===== src/lpss_pkg.sv =====
// shared constants and helpers for the length-prefixed suffix scanner
package lpss_pkg;

  localparam int RING_DEPTH_DEF = 260;
  localparam int SUF_LEN        = 5;
  localparam int PL_W           = 9;
  localparam int OFS_W          = 32;

  typedef logic [7:0] byte_t;

  // '.', 'm', 'a', 't', nul
  function automatic byte_t suffix_byte(input logic [2:0] idx);
    byte_t b;
    case (idx)
      3'd0:    b = 8'h2E;
      3'd1:    b = 8'h6D;
      3'd2:    b = 8'h61;
      3'd3:    b = 8'h74;
      3'd4:    b = 8'h00;
      default: b = 8'h00;
    endcase
    return b;
  endfunction

endpackage


===== src/length_prefixed_suffix_scanner.sv =====
// top level of the length-prefixed suffix scanner
//
// in_* carries one byte per beat with in_group_start marking the first byte
// of a group; group start clears the history, match progress and offset.
// out_* carries one beat per found path: its length without the nul and the
// group offset of its first byte. Both channels use valid/ready.
// Bytes go into a ring memory of RING_DEPTH entries. While no '.mat'+nul
// suffix completes, one byte is accepted every cycle. A completed suffix
// starts a backward walk over the ring, one memory read per cycle through
// the single read port, testing one candidate size per cycle. With no
// fitting prefix in_ready stays low until every candidate size is tested.
// A hit of size s (nul included) ends the walk and keeps in_ready low until
// the push state has moved the result into the output register.
// The output register holds a waiting result while the next bytes are
// taken; only a second hit waits for the receiver, holding in_ready low.
// Reset clears all control state; the ring needs no clearing, entries from
// earlier groups are masked using the count of bytes held.
module length_prefixed_suffix_scanner
  import lpss_pkg::*;
#(
  parameter int RING_DEPTH = RING_DEPTH_DEF
) (
  input  logic             clk,
  input  logic             rst_n,
  input  logic             in_valid,
  output logic             in_ready,
  input  logic [7:0]       in_data_byte,
  input  logic             in_group_start,
  output logic             out_valid,
  input  logic             out_ready,
  output logic [PL_W-1:0]  out_path_length,
  output logic [OFS_W-1:0] out_path_start_offset
);

  localparam int AW = $clog2(RING_DEPTH);
  localparam int HW = $clog2(RING_DEPTH + 1);

  localparam logic [1:0] ST_IDLE   = 2'd0;
  localparam logic [1:0] ST_SEARCH = 2'd1;
  localparam logic [1:0] ST_PUSH   = 2'd2;

  logic [1:0]       state_r, state_nxt;
  logic [AW-1:0]    wp_r, wp_nxt;
  logic [HW-1:0]    held_r, held_nxt;
  logic [2:0]       mp_r, mp_nxt;
  logic [OFS_W-1:0] go_r, go_nxt;
  logic [OFS_W-1:0] mo_r, mo_nxt;

  logic [AW-1:0]    rd_addr_r, rd_addr_nxt;
  logic [AW-1:0]    k_r, k_nxt;
  logic             iss_r, iss_nxt;
  logic             dv_r, dv_nxt;
  logic [AW-1:0]    dk_r, dk_nxt;
  byte_t            prev_r, prev_nxt;

  logic [PL_W-1:0]  hit_len_r, hit_len_nxt;
  logic [OFS_W-1:0] hit_ofs_r, hit_ofs_nxt;

  logic             out_valid_r, out_valid_nxt;
  logic [PL_W-1:0]  out_len_r, out_len_nxt;
  logic [OFS_W-1:0] out_ofs_r, out_ofs_nxt;

  logic             acc;
  logic [AW-1:0]    wp_eff;
  logic [HW-1:0]    held_eff;
  logic [2:0]       mp_eff;
  logic [OFS_W-1:0] go_eff;
  logic             rd_en;
  byte_t            rd_data;
  byte_t            cur;
  logic [15:0]      s16;
  logic [15:0]      plen16;
  logic             hit;

  assign in_ready = (state_r == ST_IDLE);
  assign acc      = in_valid && in_ready;

  assign wp_eff   = in_group_start ? '0 : wp_r;
  assign held_eff = in_group_start ? '0 : held_r;
  assign mp_eff   = in_group_start ? '0 : mp_r;
  assign go_eff   = in_group_start ? '0 : go_r;

  assign rd_en = (state_r == ST_SEARCH) && iss_r;

  lpss_ram #(
    .WIDTH(8),
    .DEPTH(RING_DEPTH)
  ) u_ring (
    .clk    (clk),
    .wr_en  (acc),
    .wr_addr(wp_eff),
    .wr_data(in_data_byte),
    .rd_en  (rd_en),
    .rd_addr(rd_addr_r),
    .rd_data(rd_data)
  );

  // bytes outside the current group read as zero
  assign cur    = (HW'(dk_r) < held_r) ? rd_data : 8'h00;
  assign s16    = 16'(dk_r) - 16'd1;
  assign plen16 = s16 - 16'd1;
  assign hit    = dv_r && (dk_r > AW'(SUF_LEN)) && ({prev_r, cur} == s16);

  always_comb begin
    state_nxt     = state_r;
    wp_nxt        = wp_r;
    held_nxt      = held_r;
    mp_nxt        = mp_r;
    go_nxt        = go_r;
    mo_nxt        = mo_r;
    rd_addr_nxt   = rd_addr_r;
    k_nxt         = k_r;
    iss_nxt       = iss_r;
    dv_nxt        = 1'b0;
    dk_nxt        = dk_r;
    prev_nxt      = prev_r;
    hit_len_nxt   = hit_len_r;
    hit_ofs_nxt   = hit_ofs_r;
    out_valid_nxt = out_valid_r && !out_ready;
    out_len_nxt   = out_len_r;
    out_ofs_nxt   = out_ofs_r;

    case (state_r)
      ST_IDLE: begin
        if (acc) begin
          wp_nxt   = (wp_eff == AW'(RING_DEPTH - 1)) ? '0 : wp_eff + 1'b1;
          held_nxt = (held_eff < HW'(RING_DEPTH)) ? held_eff + 1'b1 : held_eff;
          go_nxt   = go_eff + 1'b1;
          mo_nxt   = go_eff;
          mp_nxt   = '0;
          if (in_data_byte == suffix_byte(mp_eff)) begin
            if (mp_eff == 3'(SUF_LEN - 1)) begin
              state_nxt   = ST_SEARCH;
              iss_nxt     = 1'b1;
              k_nxt       = AW'(SUF_LEN);
              rd_addr_nxt = (wp_eff >= AW'(SUF_LEN)) ? wp_eff - AW'(SUF_LEN)
                                                     : wp_eff + AW'(RING_DEPTH - SUF_LEN);
            end else begin
              mp_nxt = mp_eff + 1'b1;
            end
          end
        end
      end
      ST_SEARCH: begin
        if (iss_r) begin
          dv_nxt      = 1'b1;
          dk_nxt      = k_r;
          k_nxt       = k_r + 1'b1;
          rd_addr_nxt = (rd_addr_r == '0) ? AW'(RING_DEPTH - 1) : rd_addr_r - 1'b1;
          if (k_r == AW'(RING_DEPTH - 1)) begin
            iss_nxt = 1'b0;
          end
        end
        if (dv_r) begin
          prev_nxt = cur;
        end
        if (hit) begin
          hit_len_nxt = plen16[PL_W-1:0];
          hit_ofs_nxt = mo_r - OFS_W'(plen16);
          state_nxt   = ST_PUSH;
          iss_nxt     = 1'b0;
          dv_nxt      = 1'b0;
        end else if (dv_r && dk_r == AW'(RING_DEPTH - 1)) begin
          state_nxt = ST_IDLE;
          iss_nxt   = 1'b0;
          dv_nxt    = 1'b0;
        end
      end
      ST_PUSH: begin
        if (!out_valid_r || out_ready) begin
          out_valid_nxt = 1'b1;
          out_len_nxt   = hit_len_r;
          out_ofs_nxt   = hit_ofs_r;
          state_nxt     = ST_IDLE;
        end
      end
      default: begin
        state_nxt = ST_IDLE;
      end
    endcase
  end

  always_ff @(posedge clk) begin
    if (!rst_n) begin
      state_r     <= ST_IDLE;
      wp_r        <= '0;
      held_r      <= '0;
      mp_r        <= '0;
      go_r        <= '0;
      iss_r       <= 1'b0;
      dv_r        <= 1'b0;
      out_valid_r <= 1'b0;
    end else begin
      state_r     <= state_nxt;
      wp_r        <= wp_nxt;
      held_r      <= held_nxt;
      mp_r        <= mp_nxt;
      go_r        <= go_nxt;
      iss_r       <= iss_nxt;
      dv_r        <= dv_nxt;
      out_valid_r <= out_valid_nxt;
    end
  end

  always_ff @(posedge clk) begin
    mo_r      <= mo_nxt;
    rd_addr_r <= rd_addr_nxt;
    k_r       <= k_nxt;
    dk_r      <= dk_nxt;
    prev_r    <= prev_nxt;
    hit_len_r <= hit_len_nxt;
    hit_ofs_r <= hit_ofs_nxt;
    out_len_r <= out_len_nxt;
    out_ofs_r <= out_ofs_nxt;
  end

  assign out_valid             = out_valid_r;
  assign out_path_length       = out_len_r;
  assign out_path_start_offset = out_ofs_r;

  a_mp_range: assert property (@(posedge clk) disable iff (!rst_n)
    mp_r < 3'(SUF_LEN))
    else $error("match progress out of range");

  a_held_range: assert property (@(posedge clk) disable iff (!rst_n)
    held_r <= HW'(RING_DEPTH))
    else $error("bytes held beyond ring depth");

  a_read_range: assert property (@(posedge clk) disable iff (!rst_n)
    dv_r |-> (state_r == ST_SEARCH) && (dk_r >= AW'(SUF_LEN)))
    else $error("ring read outside the length walk");

  a_push_hold: assert property (@(posedge clk) disable iff (!rst_n)
    (state_r == ST_PUSH) && out_valid_r && !out_ready |=> (state_r == ST_PUSH))
    else $error("pending hit dropped while output stalled");

endmodule


===== src/lpss_ram.sv =====
// generic single-write, single-read ram with registered read data
module lpss_ram #(
  parameter int WIDTH = 8,
  parameter int DEPTH = 260
) (
  input  logic                     clk,
  input  logic                     wr_en,
  input  logic [$clog2(DEPTH)-1:0] wr_addr,
  input  logic [WIDTH-1:0]         wr_data,
  input  logic                     rd_en,
  input  logic [$clog2(DEPTH)-1:0] rd_addr,
  output logic [WIDTH-1:0]         rd_data
);

  logic [WIDTH-1:0] mem [DEPTH];

  always_ff @(posedge clk) begin
    if (wr_en) begin
      mem[wr_addr] <= wr_data;
    end
    if (rd_en) begin
      rd_data <= mem[rd_addr];
    end
  end

endmodule


===== config.mk =====
export PLATFORM = sky130hd
export DESIGN_NAME = length_prefixed_suffix_scanner
export DESIGN_NICKNAME = d
export VERILOG_FILES = /design/src/lpss_pkg.sv /design/src/length_prefixed_suffix_scanner.sv /design/src/lpss_ram.sv
export SDC_FILE = /design/constraint.sdc
export NUM_CORES = 2
export LEC_CHECK = 0
export ABC_CLOCK_PERIOD_IN_PS = 7100
export BUFFER_PORTS_ARGS = -buffer_cell sky130_fd_sc_hd__buf_2
export CORE_ASPECT_RATIO = 1.1
export CORE_MARGIN = 2
export CORE_UTILIZATION = 25
export DETAILED_ROUTE_END_ITERATION = 10
export GPL_ROUTABILITY_DRIVEN = 0
export GPL_TIMING_DRIVEN = 0
export MAX_ROUTING_LAYER = met4
export SYNTH_ARGS = -nofsm -noshare
export SYNTH_HDL_FRONTEND = slang
export SYNTH_HIERARCHICAL = 1
export SYNTH_SLANG_ARGS = --single-unit

===== constraint.sdc =====
create_clock -name clk -period 7.1 [get_ports clk]
set_input_delay 0.355 -clock clk [delete_from_list [all_inputs] [get_ports clk]]
set_output_delay 0.355 -clock clk [all_outputs]
set_load 0.02 [all_outputs]

---- Word-level counts from Yosys, hierarchy flattened ----
Memory sizes are Yosys's and may differ from the RTL's. A register that Yosys moved wholly into a read port is not among the register bits.
Index checks and enable logic that the tools add are counted.
word-level totals
  bits in latches ......................... 0
  bits of input ports ..................... 13
  bits in writable memories ............... 2080
  memories ................................ 1
  word-level logic and storage cells ...... 118
  memory bits (read-only) ................. 0
  output and inout port bits .............. 43
  flip-flop bits (word level) ............. 207
cells by class
  add/sub/neg operators ................... 11
  multiply operators ...................... 0
  reductions and logical operators ........ 22
  bitwise operators ....................... 2
  div/mod/pow operators ................... 0
  shifts and indexed selects .............. 0
  muxes and demuxes ....................... 44
  eq/ne operators ......................... 17
  $lt $le $gt $ge ......................... 4
memory list
  memory      words  bits a word  rd ports  clocked after Yosys merged registers in  write ports  RTL line        source
  u_ring.mem  260    8            1         1                                        1            lpss_ram.sv:15  logic [WIDTH-1:0] mem [DEPTH];
operator list
  cell                     number
  $mux W9                  14
  $pmux W9 S2              2
  $add A32 B1 Y32 const B  1
  $mux W32                 1
  $sub A32 B16 Y32         1
  $pmux W7 S4              1
  $add A9 B1 Y9 const B    3
  $eq A9 B9 Y1 const B     3
  $mux W8                  3
  $eq A16 B16 Y1           1
  $mux W1                  12
  $mux W2                  6
  $sub A10 B2 Y11 const B  1
  $reduce_and A2 Y1        5
  $reduce_and A5 Y1        2
  $sub A9 B1 Y10 const B   1
  $add A9 B8 Y9 const B    1
  $ge A9 B3 Y1 const B     1
  $gt A9 B3 Y1 const B     1
  $logic_not A9 Y1         1
  $lt A9 B9 Y1             1
  $lt A9 B9 Y1 const B     1
  $mux W3                  3
  $sub A9 B1 Y9 const B    1
  22 further kinds         33

---- Longest topological paths before layout ----
  depth in word-level cells ............... 9
  gate-level depth with buffers ........... 19
  mapped depth without buffers ............ 17

---- Modules after synthesis ----
The synthesis kept the hierarchy.
by module, submodules not included
  module                          times used  area an instance (µm²)  seq. area each (µm²)  cells an instance
  lpss_ram                        1           82006.2                 62700.1               4068
  length_prefixed_suffix_scanner  1           10593.9                 5635.4                976

---- Worst setup path after synthesis ----
Ideal clock, no wire load.
  kind .................................... flip-flop to flip-flop
  start ................................... register dk_r[0]
  end ..................................... register hit_len_r[0], enable pin
  period minus slack after synthesis ...... 4506 ps
  path slack .............................. 2594 ps
  path buffers ............................ 2
  data arrival time ....................... 4065 ps
  setup time .............................. 441 ps
  data required time ...................... 6659 ps
  cell stages (with the launch flop) ...... 12
  cell sequence ........................... edfxtp_1 -> buf_2 -> inv_1 -> ha_1 -> buf_2 -> nor3b_1 -> nand2_1 -> xnor2_1 -> a311o_1 -> o21ai_0 -> o2111ai_1 -> nor2_1
between the ends
  cells in the longest elaborated chain, start to end .. 5
  elaborated cells between the ends (all ways) .. 8
  those cells by class .................... add/sub: 1; order compare: 2; eq/ne: 1; mux: 1; reduce/logical: 3
ends and longest elaborated chain
  what                                  RTL line                               source
  from (decl)                           length_prefixed_suffix_scanner.sv:53   logic [AW-1:0] dk_r, dk_nxt;
  from (signal assigned)                length_prefixed_suffix_scanner.sv:209  dk_r <= dk_nxt;
  $lt A9 B9 Y1                          length_prefixed_suffix_scanner.sv:99   assign cur = (HW'(dk_r) < held_r) ? rd_data : 8'h00;
  $mux W8                               length_prefixed_suffix_scanner.sv:99
  $eq A16 B16 Y1                        length_prefixed_suffix_scanner.sv:102  assign hit = dv_r && (dk_r > AW'(SUF_LEN)) && ({prev_r, cur} == s16);
  $logic_and A1 B1 Y1 *                 length_prefixed_suffix_scanner.sv:102
  $reduce_and A2 Y1 (no source line) *  --
  to (signal assigned)                  length_prefixed_suffix_scanner.sv:211  hit_len_r <= hit_len_nxt;
  to (decl)                             length_prefixed_suffix_scanner.sv:56   logic [PL_W-1:0] hit_len_r, hit_len_nxt;
Every way passes the cells marked *; elsewhere a longest branch is shown, timed or not.
A chain may end at the register's enable or synchronous reset.

==> out/qor.yml <==
setup_path:
  path_cells: "buf_2 -> buf_2 -> buf_2 -> clkbuf_1 -> buf_1 -> nand2_1 -> a21oi_1 -> o22ai_1 -> nor3_1 -> o2111ai_1 -> o211ai_1"
  required_ns: 7.67
  critPathMaxFanout: 10
  critical_path_class: "reg2reg"
  path_common_cell: "buf_2"
  max_stage_delay_ns: 1.09
  crit_slowest_cell: "clkbuf_1"
  endpoint_kind: "register"
  start_kind: "register"
  cp.arrival_ns: 7.68
clock_tree:
  clk_latency_ns: 0.94
  cts_root_buffer: "clkbuf_16"
  h-tree-depth: 4
  cts_tree: "built"
  cts_sinks: 2295
  cts_buffers: 237
  clk_pin_slew_ns: 0.06
  clock_path_buffers: 4
drt:
  wl_mm: 304.3
  drcViolationCount: 0
  dr.pass1.iters: 6
  num_vias: 53310
  avgViaCountPerCell: 5.115
  drt_iter0_markers: 8112
  drtAntennaViolNets: 0
  wl_per_cell_um: 29.20
flow_run:
  cap_violations: 10
yosys:
  async_flop_share: 0
  syn_inst: 5044
  ys_top_cells_by_area: "edfxtp_1 73%, mux4_2 7.0%, mux2i_1 4.0%"
  syn_nets: 5092
  syn_area_um2: 92600
  ys_ff_latch: 2295
  synth.top_cell.area_share: 0.7254
  synth_area_per_cell_um2: 18.36
  synth_top_cell_by_area: "edfxtp_1"
  yosys.cell_types.count: 100
  ys.flop_type: "edfxtp_1"
  yosys_warnings: 6
  synth_enable_flop_cells: 2237
  ys_seq_area_frac: 0.7380
worst_hold_path:
  hp-class: "in2reg"
power:
  power_density_nw_per_um2: 255.3
  p_int_mw: 21.87
  irDropWorstVdd_mv: 0.2074
  p_leak_nw: 33.74
  switching_share: 0.2007
  p_comb_frac: 0.012
  seqPwrFrac: 0.543
  pwr-share-clk: 0.445
  switchingPower_mw: 5.492
grt:
  grt_overflow: 0
  grt_start_max_net_pins: 169
  grt_pass1_wl_mm: 411.7
  grt.total_usage: 0.1611
  grt_pass1_vias: 50760
  antenna_found_initial: 16
floorplanning:
  ios: 56
  row_count: 234
  die_w_um: 584.3
  fp.dieH_um: 642.3
  core_um2: 368900
  start_util: 0.2510
  die_area_um2: 375300
placed_design:
  port_buffers: 55
  place_area_um2: 99500
  dp_hpwl_mm: 202.3
  placed_cells: 9959
outcome:
  violations: "negative hold slack, max-capacitance violations, max-slew violations, negative setup slack"
  status: "complete, but fails checks"
final_layout:
  final_cell_mix: "2237 x edfxtp_1, 366 x mux2i_1, 345 x nor2_1"
  final_nets: 5417
  stdcell_area_um2: 107200
  layout-drive-gt1-share: 0.1661
  layout_commonest_cell: "edfxtp_1"
  stdcell_count: 10420
  fin_util: 0.2905
  areaGrowthSynthToFinish_pct: 15.73
timing:
  slew_violations: 68
  fin_ws_ns: -0.002836
  rsz0062_at_grt: "false"
  min_period_over_period: 1.000
  finalCriticalPeriod_ns: 7.103
  hold_viol_final: 12
  clock.fmax_ghz: 0.1408
  hold-worst-slack_ns: -0.01718
  relSlewSlack: -0.1701
  worstMarginPinSlew_ns: 1.711
  final-setup-viol-count: 1
  skew_ns: 0.1057
-- worst max-delay path, delay by kind of cell (launching register included) --
family                 cells  cell delay (ns)
buffers and inverters      5             3.55
DFF                        1             0.63
AOI/OAI and AO/OA          4             1.56
and+or+nand+nor            2             0.98
-- cell usage after synthesis, types with 13 or more instances --
library cell / number
o221ai_1: 68
nand3_1: 46
edfxtp_1: 2237
mux4_2: 289
a211o_1: 21
and3_1: 34
nand3b_1: 13
buf_12: 29
nand2_1: 260
a2111oi_0: 28
o21ai_0: 56
clkbuf_8: 16
a221oi_1: 14
clkbuf_1: 123
a31oi_1: 23
ha_1: 34
buf_2: 36
nor2_1: 346
buf_6: 35
buf_1: 16
and2_1: 37
mux2_2: 20
nor3_1: 40
dfxtp_1: 58
nand4_1: 13
xor2_1: 37
inv_1: 45
a21oi_1: 107
nor4_1: 27
mux4_1: 55
a211oi_1: 18
xnor2_1: 60
mux2i_1: 366
o22ai_1: 142
nand2b_1: 16
nor2b_1: 58
-- layout make-up --
type,instances,area [um2]
Tap cell,4838,6053
Antenna cell,21,52.55
Inverter,48,180.2
Clock buffer,295,6241
Multi-Input combinational cell,2424,22000
Sequential cell,2295,68340
Buffer,276,2158
Clock inverter,138,1271
Fill cell,36190,261700
Timing Repair Buffer,87,875.8
-- metal layers --
layer  vias up  wire length [um]  global-route usage
met2      3539            135100              0.2372
met4         0             21530             0.09862
li1      21100                 -                   -
met1     27870            111400              0.1960
met3       799             36250             0.04403
met5         -                 0                   -
-- registers in the layout, summed over array words and instances, names as in the netlist --
register,flops
mp_r,3
u_ring/mem,2080
u_ring/rd_data,8
dk_r,9
mo_r,32
k_r,9
held_r,9
dv_r,1
hit_len_r,9
iss_r,1
rd_addr_r,9
out_valid,1
go_r,32
hit_ofs_r,32
state_r,2
prev_r,8
out_path_length,9
wp_r,9
out_path_start_offset,32
-- worst paths after layout --
path                                          to               startpoint  depth (start not counted)  slack, ns
max                  u_ring/rd_data[4]$_DFFE_PP_   rd_addr_r[4]$_DFFE_PP_                         11     -0.003
min                  u_ring/mem[65][7]$_DFFE_PP_          in_data_byte[7]                          1      -0.02
max reg2reg          u_ring/rd_data[4]$_DFFE_PP_   rd_addr_r[4]$_DFFE_PP_                         11     -0.003
min reg2reg  out_path_start_offset[29]$_DFFE_PP_  hit_ofs_r[29]$_DFFE_PP_                          0       0.42
-- cell families after synthesis --
kind of cell / after synthesis / share of synthesized area
multiplexers: 730 / 0.1279
adder cells (fa/ha/maj): 36 / 0.004932
AND/OR/NAND/NOR: 958 / 0.04867
flip-flops: 2295 / 0.7380
XOR/XNOR: 100 / 0.009931
AO/OA/AOI/OAI: 600 / 0.04562
buffers and inverters: 325 / 0.02500
-- timing repair --
item | in CTS | in global routing
resized for setup | 0 | 0
hold endpoints to repair | 125 | 0
endpoints found under the setup margin | 1 | 0
hold buffers | 9 | 0
setup buffers | 0 | 0
-- power by group through the flow --
| stage | combinational [mW] | sequential [mW] | clock, mW |
|---|---|---|---|
| after CTS | 0.326 | 14.9 | 12.4 |
| final | 0.325 | 14.9 | 12.2 |
| after global placement | 0.279 | 15.2 | 0 |
| after global routing | 0.350 | 14.8 | 12.8 |
| after floorplan | 0.0581 | 15.1 | 0 |
| after detailed placement | 0.321 | 15.1 | 0 |
-- stage by stage --
step                      setup slack [ns]  power [mW]  setup TNS (ns)
after detailed placement          -0.05570       15.46        -0.05570
after floorplan                      2.594       15.20               0
after global placement             -0.6153       15.47          -3.591
final                            -0.002836       27.36       -0.002836
after global routing                0.3902       28.04               0
after CTS                           0.3608       27.53               0
Power figures use the tool's default switching activity.
